`src/design/cbm_pkg.sv`:
```
// Shared types and constants of the cartridge bank mapper.
// Used by the translate, register and top-level modules; no dependencies.
`timescale 1ns / 1ps

package cbm_pkg;

  localparam int PAGE_BITS  = 14;
  localparam int PAGE_W     = 6;
  localparam int PHYS_W     = 20;

  localparam logic [15:0] ADDR_SLOT0_SEL = 16'h0000;
  localparam logic [15:0] ADDR_SLOT1_SEL = 16'h4000;
  localparam logic [15:0] ADDR_SLOT2_SEL = 16'h8000;
  localparam logic [15:0] ADDR_LOW_ROM   = 16'h0400;
  localparam logic [15:0] ADDR_CTRL      = 16'hFFFC;
  localparam logic [15:0] ADDR_PAGE0     = 16'hFFFD;
  localparam logic [15:0] ADDR_PAGE1     = 16'hFFFE;
  localparam logic [15:0] ADDR_PAGE2     = 16'hFFFF;

  localparam logic CFG_CODEMASTERS = 1'b0;
  localparam logic CFG_LARGE_ROM   = 1'b1;

  localparam logic OP_READ  = 1'b0;
  localparam logic OP_WRITE = 1'b1;

  typedef enum logic [1:0] {
    TGT_DROP = 2'd0,
    TGT_ROM  = 2'd1,
    TGT_CRAM = 2'd2,
    TGT_SRAM = 2'd3
  } tgt_t;

  typedef enum logic [1:0] {
    SRC_ROM   = 2'd0,
    SRC_BANK0 = 2'd1,
    SRC_BANK1 = 2'd2
  } src_t;

  typedef struct packed {
    logic              cm;
    logic              large_rom;
    logic [PAGE_W-1:0] p0;
    logic [PAGE_W-1:0] p1;
    logic [PAGE_W-1:0] p2;
    src_t              src;
    logic [7:0]        ctrl;
  } map_state_t;

  typedef struct packed {
    logic              p0_we;
    logic              p1_we;
    logic              p2_we;
    logic              src_we;
    logic              ctrl_we;
    logic [PAGE_W-1:0] page;
    src_t              src;
    logic [7:0]        ctrl;
  } map_upd_t;

  typedef struct packed {
    tgt_t              target;
    logic [PHYS_W-1:0] phys;
    logic              do_write;
    logic [7:0]        store;
  } map_res_t;

endpackage

```
`src/design/cbm_translate.sv`:
```
// Combinational translation of one access into a memory command and paging updates.
// Depends on cbm_pkg.
`timescale 1ns / 1ps

module cbm_translate
  import cbm_pkg::*;
#(
  parameter int ROM_ADDR_BITS = 20
) (
  input  logic       op,
  input  logic [15:0] addr,
  input  logic [7:0]  wbyte,
  input  map_state_t  st,
  output map_res_t    res,
  output map_upd_t    upd
);

  localparam logic [PHYS_W:0] ROM_MASK_W = (21'd1 << ROM_ADDR_BITS) - 21'd1;
  localparam logic [PHYS_W-1:0] ROM_MASK = ROM_MASK_W[PHYS_W-1:0];

  logic [PAGE_W-1:0] page_sel;
  logic [PAGE_W-1:0] page_val;
  logic [PHYS_W-1:0] cram_off;
  logic [PHYS_W-1:0] sram_off;

  function automatic logic [PHYS_W-1:0] rom_addr(input logic [PAGE_W-1:0] page,
                                                 input logic [15:0] a);
    rom_addr = {page, a[PAGE_BITS-1:0]} & ROM_MASK;
  endfunction

  assign page_val = st.large_rom ? wbyte[PAGE_W-1:0] : {1'b0, wbyte[PAGE_W-2:0]};
  assign cram_off = {5'd0, (st.src == SRC_BANK1), addr[13:0]};
  assign sram_off = {7'd0, addr[12:0]};

  always_comb begin
    unique case (addr[15:14])
      2'd0:    page_sel = st.p0;
      2'd1:    page_sel = st.p1;
      default: page_sel = st.p2;
    endcase
  end

  always_comb begin
    res.target   = TGT_DROP;
    res.phys     = '0;
    res.do_write = 1'b0;
    res.store    = '0;
    upd.p0_we    = 1'b0;
    upd.p1_we    = 1'b0;
    upd.p2_we    = 1'b0;
    upd.src_we   = 1'b0;
    upd.ctrl_we  = 1'b0;
    upd.page     = page_val;
    upd.src      = SRC_ROM;
    upd.ctrl     = wbyte;
    if (op == OP_READ) begin
      if (addr[15:14] == 2'd3) begin
        res.target = TGT_SRAM;
        res.phys   = sram_off;
      end else if (!st.cm && addr < ADDR_LOW_ROM) begin
        res.target = TGT_ROM;
        res.phys   = {4'd0, addr};
      end else if (addr[15:14] == 2'd2 && st.src != SRC_ROM) begin
        res.target = TGT_CRAM;
        res.phys   = cram_off;
      end else begin
        res.target = TGT_ROM;
        res.phys   = rom_addr(page_sel, addr);
      end
    end else begin
      if (st.cm) begin
        upd.p0_we  = (addr == ADDR_SLOT0_SEL);
        upd.p1_we  = (addr == ADDR_SLOT1_SEL);
        upd.p2_we  = (addr == ADDR_SLOT2_SEL);
        upd.src_we = (addr == ADDR_SLOT2_SEL);
      end
      if (addr[15:14] == 2'd2) begin
        if (!(st.cm && addr == ADDR_SLOT2_SEL) && st.src != SRC_ROM) begin
          res.target   = TGT_CRAM;
          res.phys     = cram_off;
          res.do_write = 1'b1;
          res.store    = wbyte;
        end
      end else if (addr[15:14] == 2'd3) begin
        upd.ctrl_we  = (addr == ADDR_CTRL);
        res.target   = TGT_SRAM;
        res.phys     = sram_off;
        res.do_write = 1'b1;
        res.store    = wbyte;
        if (!st.cm) begin
          upd.src_we = (addr == ADDR_CTRL);
          upd.src    = wbyte[3] ? (wbyte[2] ? SRC_BANK1 : SRC_BANK0) : SRC_ROM;
          upd.p0_we  = (addr == ADDR_PAGE0);
          upd.p1_we  = (addr == ADDR_PAGE1);
          upd.p2_we  = (addr == ADDR_PAGE2);
        end
      end
    end
  end

endmodule

```
`src/design/cbm_map_regs.sv`:
```
// Paging and configuration registers of the cartridge bank mapper.
// Depends on cbm_pkg; updates come from cbm_translate.
`timescale 1ns / 1ps

module cbm_map_regs
  import cbm_pkg::*;
(
  input  logic       clk,
  input  logic       rst_n,
  input  logic       cfg_we,
  input  logic       cfg_index,
  input  logic       cfg_wdata,
  input  logic       upd_en,
  input  map_upd_t   upd,
  output map_state_t st
);

  map_state_t st_r;
  map_state_t st_nxt;

  always_comb begin
    st_nxt = st_r;
    if (cfg_we) begin
      unique case (cfg_index)
        CFG_CODEMASTERS: st_nxt.cm        = cfg_wdata;
        CFG_LARGE_ROM:   st_nxt.large_rom = cfg_wdata;
        default:         st_nxt.cm        = st_r.cm;
      endcase
    end
    if (upd_en) begin
      if (upd.p0_we)   st_nxt.p0   = upd.page;
      if (upd.p1_we)   st_nxt.p1   = upd.page;
      if (upd.p2_we)   st_nxt.p2   = upd.page;
      if (upd.src_we)  st_nxt.src  = upd.src;
      if (upd.ctrl_we) st_nxt.ctrl = upd.ctrl;
    end
  end

  always_ff @(posedge clk) begin
    if (!rst_n) begin
      st_r.cm        <= 1'b0;
      st_r.large_rom <= 1'b0;
      st_r.p0        <= PAGE_W'(0);
      st_r.p1        <= PAGE_W'(1);
      st_r.p2        <= PAGE_W'(2);
      st_r.src       <= SRC_ROM;
      st_r.ctrl      <= 8'd0;
    end else begin
      st_r <= st_nxt;
    end
  end

  assign st = st_r;

endmodule

```
`src/design/cartridge_bank_mapper_unit.sv`:
```
// Top level of the cartridge bank mapper: input stage, translation, result stage.
// Depends on cbm_pkg, cbm_translate and cbm_map_regs.
`timescale 1ns / 1ps

// Accepts one access beat per clock while the output is not stalled and returns one command
// beat per access, in order, from the result register. The beat
// sits in an input register; the translate logic reads it together with the paging
// registers, which it updates at the same edge that loads the result register, so the
// next beat always sees the paging left by the one before. Configuration writes take
// effect at the next edge; the user must keep them to idle periods; the block does not check.

module cartridge_bank_mapper_unit
  import cbm_pkg::*;
#(
  parameter int ROM_ADDR_BITS = 20
) (
  input  logic        clk,
  input  logic        rst_n,
  input  logic        in_tvalid,
  output logic        in_tready,
  input  logic [23:0] in_tdata,   // cpu_address[15:0], write_byte[23:16]
  input  logic        in_tuser,   // op
  output logic        out_tvalid,
  input  logic        out_tready,
  output logic [31:0] out_tdata,  // phys_address[19:0], do_write[20], store_byte[28:21], zero
  output logic [1:0]  out_tuser,  // target
  input  logic        cfg_we,
  input  logic        cfg_index,
  input  logic        cfg_wdata
);

  logic        s1_valid_r;
  logic        s1_op_r;
  logic [15:0] s1_addr_r;
  logic [7:0]  s1_data_r;
  logic        out_valid_r;
  map_res_t    out_res_r;
  logic        adv;
  map_state_t  st;
  map_res_t    res;
  map_upd_t    upd;

  assign adv       = s1_valid_r && (!out_valid_r || out_tready);
  assign in_tready = !s1_valid_r || adv;

  cbm_translate #(
    .ROM_ADDR_BITS(ROM_ADDR_BITS)
  ) u_translate (
    .op   (s1_op_r),
    .addr (s1_addr_r),
    .wbyte(s1_data_r),
    .st   (st),
    .res  (res),
    .upd  (upd)
  );

  cbm_map_regs u_regs (
    .clk      (clk),
    .rst_n    (rst_n),
    .cfg_we   (cfg_we),
    .cfg_index(cfg_index),
    .cfg_wdata(cfg_wdata),
    .upd_en   (adv),
    .upd      (upd),
    .st       (st)
  );

  always_ff @(posedge clk) begin
    if (!rst_n) begin
      s1_valid_r  <= 1'b0;
      out_valid_r <= 1'b0;
    end else begin
      if (in_tready) s1_valid_r <= in_tvalid;
      if (adv) out_valid_r <= 1'b1;
      else if (out_tready) out_valid_r <= 1'b0;
    end
  end

  always_ff @(posedge clk) begin
    if (in_tvalid && in_tready) begin
      s1_op_r   <= in_tuser;
      s1_addr_r <= in_tdata[15:0];
      s1_data_r <= in_tdata[23:16];
    end
    if (adv) out_res_r <= res;
  end

  assign out_tvalid = out_valid_r;
  assign out_tuser  = out_res_r.target;
  assign out_tdata  = {3'd0, out_res_r.store, out_res_r.do_write, out_res_r.phys};

  a_drop_clean: assert property (@(posedge clk) disable iff (!rst_n)
    (out_valid_r && out_res_r.target == TGT_DROP) |->
      (out_res_r.phys == '0 && !out_res_r.do_write && out_res_r.store == 8'd0))
    else $error("dropped command carries data");

  a_write_target: assert property (@(posedge clk) disable iff (!rst_n)
    (out_valid_r && out_res_r.do_write) |->
      (out_res_r.target == TGT_CRAM || out_res_r.target == TGT_SRAM))
    else $error("write command aimed at ROM");

  a_ctrl_src: assert property (@(posedge clk) disable iff (!rst_n)
    (adv && s1_op_r == OP_WRITE && !st.cm && s1_addr_r == ADDR_CTRL) |=>
      (st.ctrl[3] ? (st.src == (st.ctrl[2] ? SRC_BANK1 : SRC_BANK0)) : (st.src == SRC_ROM)))
    else $error("slot 2 source out of step with control byte");

  a_stall_only: assert property (@(posedge clk) disable iff (!rst_n)
    !in_tready |-> (s1_valid_r && out_valid_r && !out_tready))
    else $error("input held off without a downstream stall");

endmodule
```
`config.mk`:
```
export PLATFORM = sky130hd
export DESIGN_NAME = cartridge_bank_mapper_unit
export DESIGN_NICKNAME = d
export VERILOG_FILES = /design/src/design/cbm_pkg.sv /design/src/design/cbm_translate.sv /design/src/design/cbm_map_regs.sv /design/src/design/cartridge_bank_mapper_unit.sv
export SDC_FILE = /design/constraint.sdc
export NUM_CORES = 1
export LEC_CHECK = 0
export BUFFER_PORTS_ARGS = -buffer_cell sky130_fd_sc_hd__buf_2
export CAP_MARGIN = 20
export CORE_UTILIZATION = 60
export CTS_CLUSTER_DIAMETER = 50
export DETAILED_ROUTE_END_ITERATION = 6
export PLACE_DENSITY_LB_ADDON = 0.12
export RECOVER_POWER = 50
export SYNTH_ARGS = -nofsm -noshare
export SYNTH_HDL_FRONTEND = slang
export SYNTH_HIERARCHICAL = 1
export SYNTH_SLANG_ARGS = --single-unit
```
`constraint.sdc`:
```
create_clock -name clk -period 4.45 [get_ports clk]
set_clock_uncertainty 0.1 [all_clocks]
set_input_delay 0.2225 -clock clk [delete_from_list [all_inputs] [get_ports clk]]
set_output_delay 0.2225 -clock clk [all_outputs]
set_load 0.01 [all_outputs]
```
# Word level (Yosys, flattened, before mapping)
# Cells that the tools add are included.
# word_totals
output_inout_bits,36
elab_cells,71
regBits,80
in_bits,32
# op_classes
eq_ne,10
n_mux,22
bitwise,1
n_reduce_logical,22
n_lt_le_gt_ge,1
# ops
operator,n
$mux 31,3
$mux 22,4
$eq 16x16->1 const B,5
$eq 16x15->1 const B,1
$logic_not 16->1,1
$lt 16x11->1 const B,1
$mux 5,3
$mux 2,6
$pmux 6 s2,1
$reduce_and 2->1,6
$mux 4,2
$eq 2x2->1 const B,3
$logic_and 1x1->1,6
$mux 6,1
$logic_not 1->1,4
$reduce_bool 2->1,2
$eq 2x1->1 const B,1
$logic_not 2->1,1
$logic_or 1x1->1,2
$mux 1,2
$not 1->1,1

# Depth between registers and ports, before layout
# Gate-level depths: netlist of the first run.
# depth
word_depth,7
ltp_mapped,8
ltp_nobuf,6

# By module
# The synthesis of the first run kept the hierarchy.
# modules_own_cells
module,n_inst,area_each_um2,seq_area_each_um2,cells_per_inst
cartridge_bank_mapper_unit,1,1811.7,1721.7,69
cbm_map_regs,1,1178.6,600.6,130
cbm_translate,1,809.5,0.0,119

# Worst setup path after synthesis of the first run
# No wires, ideal clock.
# synth_path
kind,reg-to-reg
start,"register out_valid_r, in the netlist out_tvalid"
end,"register u_regs.st_r, in the netlist u_regs/st[16]"
arrival_ns,2.616
path_slack_ns,1.604
path_buffers,1
required_ns,4.221
path_stages_with_launch,6
cell_sequence,dfxtp_1 > nor2b_4 > nor2b_1 > buf_4 > and2_1 > o211ai_1
# synth_between
elab_chain_cells,4
# synth_lines
item,line,rtl
start: declaration,cartridge_bank_mapper_unit.sv:36,logic out_valid_r;
start signal: assignment,cartridge_bank_mapper_unit.sv:71,out_valid_r <= 1'b0;
start signal: assignment,cartridge_bank_mapper_unit.sv:74,if (adv) out_valid_r <= 1'b1;
start signal: assignment,cartridge_bank_mapper_unit.sv:75,else if (out_tready) out_valid_r <= 1'b0;
$logic_not 1->1,cartridge_bank_mapper_unit.sv:43,assign adv = s1_valid_r && (!out_valid_r || out_tready);
$logic_or 1x1->1,cartridge_bank_mapper_unit.sv:43,
$logic_and 1x1->1,cartridge_bank_mapper_unit.sv:43,
net adv,cartridge_bank_mapper_unit.sv:38,logic adv;
$reduce_and 2->1 (no source line),-,
end signal: assignment,cbm_map_regs.sv:49,st_r <= st_nxt;
end: declaration,cbm_map_regs.sv:18,map_state_t st_r;
# The timed path passes the listed nets, and every way through them passes these cells.
# A chain may end at the register's enable or synchronous reset.

==> results.md, run 1 <==
- Routed WL: 6.888 mm
- Kind of critical path: reg2reg
- Detailed placement HPWL: 4.312 mm
- H-tree depth: 3
- # IOs: 68
- Max Cap Viol: 0
- Slew margin rel.: 5.039%
- Tcrit/Tclk final: 55.63%
- CP max stage cell: edfxtp_1
- Site row count: 27
- PortBufs: 64
- P per Cell Area: 360.4 nW/um2
- Status: finished clean
- Placed cells: 393
- Hold bufs inserted after CTS: 25
- DRC: 0
- Buffer and inverter count on the worst path: 0
- Crit. End Element: flip-flop
- Longest Clk Path Bufs: 2
- # setup viols final: 0
- Peak supply drop: 0.2808 mV
- Die area: 6020 um2
- Critical Path AT: 2.65 ns
- Nets@finish: 389
- Worst-margin pin slew: 1.424 ns
- Placer congestion estimate: 0.8536
- Slew Viols, Final: 0
- Setup Buffers After CTS: 0
- Core ar.: 5507 um2
- Overall power: 1.483 mW
- Layout fillers: 410
- RSZ-0062 raised after global routing: false
- CTS Buf Count: 9
- WP data required: 4.63 ns
- Initial Utilization: 62.26%
- Tmin final: 2.476 ns
- CP Depth: 6
- Vias in the first global route: 2,268
- Total track usage: 24.35%
- Endpoints failing hold: 0
- Worst path cell trace: nand2_4, or3_4, nor2_2, a32o_2, and2_1, mux2i_1
- Clk slew on worst S/H paths: 0.08 ns
- Clk_lat worst skew: 0.36 ns
- Max FO, Critical Path: 19
- # clock sinks: 80
- Mapped Area: 3428 um2
- Cell family contributing the most delay on the critical path: simple AND/OR/NAND/NOR gates
- Clock root buffer master: clkbuf_8
- Final setup margin: 1.974 ns
- Area growth, synth to finish: 20.00%
- DR vias/cell: 5.364
- Vias post-DR: 2,328
- Post-DP Area: 3731 um2
- Drt pass-1 iters: 4
- Hold Path Stages: 3
- Syn avg cell area: 12.51 um2
- Layout cells sized above 1: 17.13%
- Synth warn: 6
- Pin count of the biggest net entering global routing: 36
- Final non-filler cell total: 434
- DRT iter0 DRCs: 178
- Reg2Reg Depth: 6
- Hold crit path type: in2reg
- Ant diodes: 0
- Final ANT Viol Nets: 0
- GRT overflow: 0
- Synth Instances: 274
- DIE HEIGHT: 77.59 um
- Final hold slack: 0.04450 ns
- DIE WIDTH: 77.59 um
- CP startpoint kind: flip-flop
- Initial antenna violation count: 0
- Fin util: 74.71%
- Post-CTS sizing: 0
- Max Clk Rate: 0.4039 GHz
- Pleak: 1.571 nW
- Post-route cell area: 4114 um2
- CTS tree: done
- First-pass GRT wire length: 10.68 mm
- Worst path max stage delay: 0.76 ns
- Final setup TNS: 0 ns
- Dpl ws: 2.080 ns
- DR WL/cell: 15.87 um
[state kept, by name, summed over array words and instances, names as in the netlist]
| signal | cells |
|---|---|
| out_tdata | 29 |
| u_regs/st | 22 |
| s1_addr_r | 16 |
| s1_data_r | 8 |
| out_tuser | 2 |
| out_tvalid | 1 |
| s1_op_r | 1 |
| s1_valid_r | 1 |
[metal layers]
layer / routed length [um] / vias up / global-route usage, %
met5: 0 / - / 0
met2: 3318 / 92 / 39.03
met1: 3013 / 1083 / 32.05
met4: 87 / 0 / 12.64
met3: 468 / 12 / 4.000
li1: - / 1141 / -
[worst paths after layout]
path,start,to,slack (ns)
worst min-delay path,cfg_wdata,u_regs/st[28]$_SDFFE_PN0P_,0.04
worst min register to register,u_regs/st[22]$_SDFFE_PN0P_,u_regs/st[22]$_SDFFE_PN0P_,0.35
worst max-delay path,s1_addr_r[15]$_DFFE_PP_,u_regs/st[14]$_SDFFE_PN0P_,1.97
worst max register to register,s1_addr_r[15]$_DFFE_PP_,u_regs/st[14]$_SDFFE_PN0P_,1.97
[tightest hold or removal path: cells and delay by family]
family,cells,cell delay [ns]
muxes,1,0.07
and+or+nand+nor,1,0.07
buffers and inverters,1,0.10
[layout by cell type, fill, tap and decap left out, types with 7 or more instances in the layout]
cell and instances:
and2_1 17, buf_2 27, clkbuf_1 40, clkbuf_8 10, dfxtp_1 24, dlygate4sd3_1 25
edfxtp_1 56, inv_1 7, mux2i_1 19, nand2_1 33, nand4_1 9, nor2_1 23
[power breakdown]
part | total, mW | switching, mW | internal, mW
registers | 0.856 | 0.0252 | 0.830
clock network | 0.519 | 0.248 | 0.271
logic | 0.108 | 0.0602 | 0.0483
total | 1.48 | 0.333 | 1.15
[area by class of cell]
class | instances | area (um2) | share of cell area, %
Inverter | 8 | 30.03 | 0.7299
Tap cell | 72 | 90.09 | 2.190
Multi-Input combinational cell | 167 | 1106 | 26.89
Clock buffer | 12 | 145.1 | 3.528
Clock inverter | 4 | 45.04 | 1.095
Sequential cell | 80 | 2162 | 52.55
Timing Repair Buffer | 91 | 535.5 | 13.02
Power figures use the tool's default switching activity.
==> inputs of run 2 (changes only) <==
--- a/config.mk
+++ b/config.mk
@@ -7,7 +7,7 @@
 export LEC_CHECK = 0
 export BUFFER_PORTS_ARGS = -buffer_cell sky130_fd_sc_hd__buf_2
 export CAP_MARGIN = 20
-export CORE_UTILIZATION = 60
+export CORE_UTILIZATION = 50
 export CTS_CLUSTER_DIAMETER = 50
 export DETAILED_ROUTE_END_ITERATION = 6
 export PLACE_DENSITY_LB_ADDON = 0.12
==> constraint.sdc (replaced) <==
create_clock -name clk -period 2.13 [get_ports clk]
set_clock_uncertainty 0.1 [all_clocks]
set_input_delay 0.1065 -clock clk [delete_from_list [all_inputs] [get_ports clk]]
set_output_delay 0.1065 -clock clk [all_outputs]
set_load 0.01 [all_outputs]
==> run 2 against run 1 <==
Net effect:
- the flow now finishes with violations (DRC)
- final area is 3.6% higher
- hold slack worse by 0.0036 ns
- die area is 19% higher
- first-iteration DRC count is 15% lower
- largest cell class unchanged
- highest routed layer unchanged
==> results.md, run 2 (synthesis gave the netlist of run 1 again) <==
- Status: finished with violations (was finished clean)
- Failing checks: DRC
- CP max stage cell: edfxtp_1 (unchanged)
- Vias post-DR: 2,313 (was 2,328)
- # clock sinks: 80 (unchanged)
- Grt met3 use: 5.408% (was 4.000%)
- Max reg flops: 29 (unchanged)
- CTS Buf Count: 9 (unchanged)
- Initial Utilization: 52.78% (was 62.26%)
- DIE HEIGHT: 84.81 um (was 77.59 um)
- Pin count of the biggest net entering global routing: 36 (unchanged)
- Crit. End Element: flip-flop (unchanged)
- Reg2reg setup slack: 0.12 ns (was 1.97 ns)
- Placer congestion estimate: 0.7785 (was 0.8536)
- Hold Path Stages: 3 (unchanged)
- # IOs: 68 (unchanged)
- Clk slew on worst S/H paths: 0.08 ns (about the same)
- Multi-input gate area: 1124 um2 (was 1106 um2)
- Buffer and inverter count on the worst path: 0 (unchanged)
- Total area of sequential cells: 2162 um2 (unchanged)
- Routed WL: 6.570 mm (was 6.888 mm)
- H-tree depth: 3 (unchanged)
- Overall power: 3.200 mW (was 1.483 mW)
- Slew margin rel.: 56.35% (was 5.039%)
- Hold endpoint: u_regs/st[29]$_SDFFE_PN0P_ (was u_regs/st[28]$_SDFFE_PN0P_)
- Worst path cell trace: nand4_1, or3_1, nor2_2, a32o_2, and2_2, mux2i_1 (was nand2_4, or3_4, nor2_2, a32o_2, and2_1, mux2i_1)
- GRT overflow: 0 (unchanged)
- Area growth, synth to finish: 24.34% (was 20.00%)
- RR Endpoint: u_regs/st[15]$_SDFFE_PN0P_ (was u_regs/st[14]$_SDFFE_PN0P_)
- Grt met1 use: 26.72% (was 32.05%)
- DRT iter0 DRCs: 151 (was 178)
- Core ar.: 6495 um2 (was 5507 um2)
- WP data required: 2.30 ns (was 4.63 ns)
- Hold path start: cfg_we (was cfg_wdata)
- Max FO, Critical Path: 6 (was 19)
- Nets@finish: 401 (was 389)
- DR vias/cell: 5.129 (was 5.364)
- # setup viols final: 0 (unchanged)
- Vias in the first global route: 2,278 (was 2,268)
- Critical Path AT: 2.19 ns (was 2.65 ns)
- Initial antenna violation count: 0 (unchanged)
- Layout cells sized above 1: 20.05% (was 17.13%)
- CTS tree: done (unchanged)
- Ant diodes: 0 (unchanged)
- Clk_lat worst skew: 0.34 ns (was 0.36 ns)
- Site row count: 29 (was 27)
- Slew Viols, Final: 0 (unchanged)
- Layout fillers: 522 (was 410)
- Worst path max stage delay: 0.45 ns (was 0.76 ns)
- Reg2Reg Depth: 6 (unchanged)
- Total track usage: 19.98% (was 24.35%)
- DIE WIDTH: 84.81 um (was 77.59 um)
- Most frequent cells in the layout: edfxtp_1, clkbuf_1, nand2_1 (unchanged)
- Grt peak-use layer: met2 (unchanged)
- DRC: 7 (was 0)
- Grt met2 use: 31.78% (was 39.03%)
- Worst-margin pin slew: 0.6548 ns (was 1.424 ns)
- DR WL/cell: 14.57 um (was 15.87 um)
- Max Clk Rate: 0.4967 GHz (was 0.4039 GHz)
- Tmin final: 2.013 ns (was 2.476 ns)
- Cell family contributing the most delay on the critical path: simple AND/OR/NAND/NOR gates (unchanged)
- Peak supply drop: 0.3687 mV (was 0.2808 mV)
- Pleak: 1.647 nW (was 1.571 nW)
- Longest Clk Path Bufs: 2 (unchanged)
- Kind of critical path: reg2reg (unchanged)
- R2r startpoint: s1_addr_r[13]$_DFFE_PP_ (was s1_addr_r[15]$_DFFE_PP_)
- P per Cell Area: 750.7 nW/um2 (was 360.4 nW/um2)
- Setup Buffers After CTS: 0 (unchanged)
- Most common cell after layout, fill and taps aside: edfxtp_1 (unchanged)
- Fin util: 65.63% (was 74.71%)
- Die area: 7192 um2 (was 6020 um2)
- Drt pass-1 iters: 7 (was 4)
- Max Cap Viol: 0 (unchanged)
- Clock root buffer master: clkbuf_8 (unchanged)
- Tcrit/Tclk final: 94.52% (was 55.63%)
- Detailed placement HPWL: 4.508 mm (was 4.312 mm)
- CP startpoint kind: flip-flop (unchanged)
- Final ANT Viol Nets: 0 (unchanged)
- PortBufs: 64 (unchanged)
- Hold crit path type: in2reg (unchanged)
- Final hold slack: 0.04086 ns (was 0.04450 ns)
- First-pass GRT wire length: 10.87 mm (was 10.68 mm)
- RSZ-0062 raised after global routing: false (unchanged)
- Endpoints failing hold: 0 (unchanged)
-- run 2: worst min-delay path, delay by kind of cell --
kind | cells | cell delay (ns)
buf+inv | 1 | 0.08
mux | 1 | 0.09
simple gates | 1 | 0.15
-- run 2: power breakdown --
part	switching (mW)	internal (mW)	leakage (nW)	total [mW]
sequential	0.0398	1.73	0.728	1.77
clock	0.514	0.660	0.0997	1.17
combinational	0.138	0.114	0.820	0.252
-- run 2: metal layers --
layer	wire length (um)	part of all wire, %
met3	357	5.4
met5	0	0
met2	3046	46
met1	3124	48
met4	42	0.64
-- run 2: timing repair --
action,CTS,global route
setup endpoints to repair,5,6
endpoints found under the hold margin,28,0
resized for setup,1,3
hold buffers,30,0
-- run 2: through the flow --
stage / cell area, um2 / worst slack (ns) / cells / setup TNS (ns)
5_1_grt: 4263 / 0.004135 / 451 / 0
6_report: 4263 / 0.1167 / 451 / 0
2_1_floorplan: 3447 / 0.2078 / 276 / 0
4_1_cts: 4305 / 0.007244 / 451 / 0
3_3_place_gp: 3790 / 0.1020 / 405 / 0
3_5_place_dp: 3790 / -0.03480 / 405 / -0.1188
-- run 2: layout make-up --
type | instances | share of cell area, %
multi-input combinational | 167 | 26.36
inverter | 8 | 0.7044
tap | 77 | 2.260
clock buffer | 11 | 3.082
timing repair buffer | 103 | 14.97
clock inverter | 5 | 1.908
sequential | 80 | 50.72
-- run 2: worst max-delay path by stage --
stage | cells past startpoint | from | end | slack, ns
finish | 6 | s1_addr_r[13]$_DFFE_PP_ | u_regs/st[15]$_SDFFE_PN0P_ | 0.12
global route | 6 | s1_addr_r[13]$_DFFE_PP_ | u_regs/st[14]$_SDFFE_PN0P_ | 0.004
CTS | 6 | s1_addr_r[13]$_DFFE_PP_ | u_regs/st[15]$_SDFFE_PN0P_ | 0.007
detailed placement | 6 | s1_addr_r[10]$_DFFE_PP_ | u_regs/st[11]$_SDFFE_PN1P_ | -0.03
global placement | 6 | s1_addr_r[10]$_DFFE_PP_ | u_regs/st[14]$_SDFFE_PN0P_ | 0.10
floorplan | 7 | s1_addr_r[10]$_DFFE_PP_ | u_regs/st[12]$_SDFFE_PN0P_ | 0.21
==> inputs of run 3 (changes only) <==
--- a/config.mk
+++ b/config.mk
@@ -10,7 +10,7 @@
 export CORE_UTILIZATION = 50
 export CTS_CLUSTER_DIAMETER = 50
 export DETAILED_ROUTE_END_ITERATION = 6
-export PLACE_DENSITY_LB_ADDON = 0.12
+export PLACE_DENSITY = 0.76
 export RECOVER_POWER = 50
 export SYNTH_ARGS = -nofsm -noshare
 export SYNTH_HDL_FRONTEND = slang
==> run 3 against run 2 <==
Net effect:
- the run still ends with DRC left
- critical path depth increased by 1
- highest routed layer unchanged
- sequential share of layout area decreased by 0.44 points
- clock power increased by 9%
==> results.md, run 3 (synthesis gave the netlist of run 1 again) <==
- DIE HEIGHT: 84.81 um (unchanged)
- Most frequent cells in the layout: edfxtp_1, clkbuf_1, nand2_1 (unchanged)
- Final non-filler cell total: 454 (was 451)
- First-pass GRT wire length: 10.70 mm (was 10.87 mm)
- Most common cell after layout, fill and taps aside: edfxtp_1 (unchanged)
- Max Cap Viol: 0 (unchanged)
- Tmin final: 2.008 ns (was 2.013 ns)
- Clk slew on worst S/H paths: 0.08 ns (about the same)
- Layout fillers: 511 (was 522)
- DRC: 5 (was 7)
- Ant diodes: 0 (unchanged)
- GRT overflow: 0 (unchanged)
- Worst-margin pin slew: 0.6843 ns (was 0.6548 ns)
- Final setup TNS: 0 ns (unchanged)
- Grt met1 use: 26.37% (was 26.72%)
- Slew margin rel.: 54.38% (was 56.35%)
- Grt peak-use layer: met2 (unchanged)
- Total track usage: 19.94% (was 19.98%)
- # setup viols final: 0 (unchanged)
- CP startpoint kind: flip-flop (unchanged)
- Core ar.: 6495 um2 (unchanged)
- Initial antenna violation count: 0 (unchanged)
- Area growth, synth to finish: 25.44% (was 24.34%)
- CTS Buf Count: 9 (unchanged)
- Peak supply drop: 0.5150 mV (was 0.3687 mV)
- DRT iter0 DRCs: 168 (was 151)
- Site row count: 29 (unchanged)
- # clock sinks: 80 (unchanged)
- Grt met2 use: 31.78% (unchanged)
- Total area of sequential cells: 2162 um2 (unchanged)
- Clock root buffer master: clkbuf_8 (unchanged)
- CTS tree: done (unchanged)
- Final hold slack: 0.05061 ns (was 0.04086 ns)
- Clk_lat worst skew: 0.35 ns (was 0.34 ns)
- Placed cells: 406 (was 405)
- Drt pass-1 iters: 7 (unchanged)
- Pin count of the biggest net entering global routing: 36 (unchanged)
- Kind of critical path: reg2reg (unchanged)
- Detailed placement HPWL: 4.528 mm (was 4.508 mm)
- P per Cell Area: 771.0 nW/um2 (was 750.7 nW/um2)
- Endpoints failing hold: 0 (unchanged)
- Placer congestion estimate: 0.8772 (was 0.7785)
- Layout cells sized above 1: 20.95% (was 20.05%)
- WP data required: 2.31 ns (was 2.30 ns)
- Longest Clk Path Bufs: 2 (unchanged)
- RSZ-0062 raised after global routing: false (unchanged)
- Grt met3 use: 4.621% (was 5.408%)
- Max FO, Critical Path: 4 (was 6)
- Failing checks: DRC (unchanged)
- Slew Viols, Final: 0 (unchanged)
- Max reg flops: 29 (unchanged)
- Status: finished with violations (unchanged)
- Max Clk Rate: 0.4980 GHz (was 0.4967 GHz)
- PortBufs: 64 (unchanged)
- DR WL/cell: 15.00 um (was 14.57 um)
- Critical Path AT: 2.18 ns (was 2.19 ns)
- Crit. End Element: flip-flop (unchanged)
- DIE WIDTH: 84.81 um (unchanged)
- Tcrit/Tclk final: 94.27% (was 94.52%)
- Hold crit path type: in2reg (unchanged)
- Die area: 7192 um2 (unchanged)
- # IOs: 68 (unchanged)
- Vias post-DR: 2,360 (was 2,313)
- Pleak: 1.684 nW (was 1.647 nW)
- Vias in the first global route: 2,261 (was 2,278)
- DR vias/cell: 5.198 (was 5.129)
- Multi-input gate area: 1107 um2 (was 1124 um2)
- Initial Utilization: 52.78% (unchanged)
- Routed WL: 6.812 mm (was 6.570 mm)
- Final ANT Viol Nets: 0 (unchanged)
- Nets@finish: 404 (was 401)
- H-tree depth: 3 (unchanged)
==> run 3: worst max-delay path: stages (launching register included) <==
cell	delay (ns)
edfxtp_1	0.45
nor4_4	0.37
nand4_2	0.15
nor2_1	0.16
buf_4	0.15
a32o_2	0.17
and2_1	0.20
mux2i_1	0.19
==> run 3: cell type report <==
type / count / share of cell area, %
sequential: 80 / 50.28
multi-input combinational: 167 / 25.75
timing repair buffer: 106 / 15.45
clock buffer: 12 / 3.870
tap: 77 / 2.240
clock inverter: 4 / 1.717
inverter: 8 / 0.6983
==> run 3: worst paths after layout <==
path	from	endpoint	slack [ns]	depth (start not counted)
max	s1_addr_r[10]$_DFFE_PP_	u_regs/st[27]$_SDFFE_PN0P_	0.12	7
min	cfg_we	u_regs/st[29]$_SDFFE_PN0P_	0.05	3
max reg2reg	s1_addr_r[10]$_DFFE_PP_	u_regs/st[27]$_SDFFE_PN0P_	0.12	7
min reg2reg	u_regs/st[23]$_SDFFE_PN0P_	u_regs/st[23]$_SDFFE_PN0P_	0.36	2
==> run 3: per-layer routing <==
layer,part of all wire (%),wire [um],vias to the layer above
li1,-,-,1168
met1,47,3189,1098
met2,46,3158,87
met3,5.8,398,7
met4,0.98,67,0
met5,0,0,-
==> run 3: where the power goes <==
group          switching (mW)  internal [mW]  total, mW  leakage (nW)
combinational           0.143          0.117      0.260         0.835
clock                   0.520          0.764       1.28         0.122
sequential             0.0382           1.73       1.77         0.728
total                   0.701           2.61       3.32          1.68
==> run 3: per-stage QoR <==
step	setup WS, ns	area (um2)	util, %	power (mW)
global route	0.01235	4300	66.21	3.428
detailed placement	0.09646	3797	58.47	2.028
floorplan	0.2078	3447	-	1.944
CTS	0.06637	4338	66.79	3.340
finish	0.1220	4300	66.21	3.316
global placement	0.1852	3797	58.47	2.023
==> run 3: repair_timing <==
item                                    4_1_cts  5_1_grt
setup buffers                                 0        2
hold buffers                                 30        0
endpoints found under the hold margin        28        0
resized for setup                             0        1
endpoints found under the setup margin        0        6
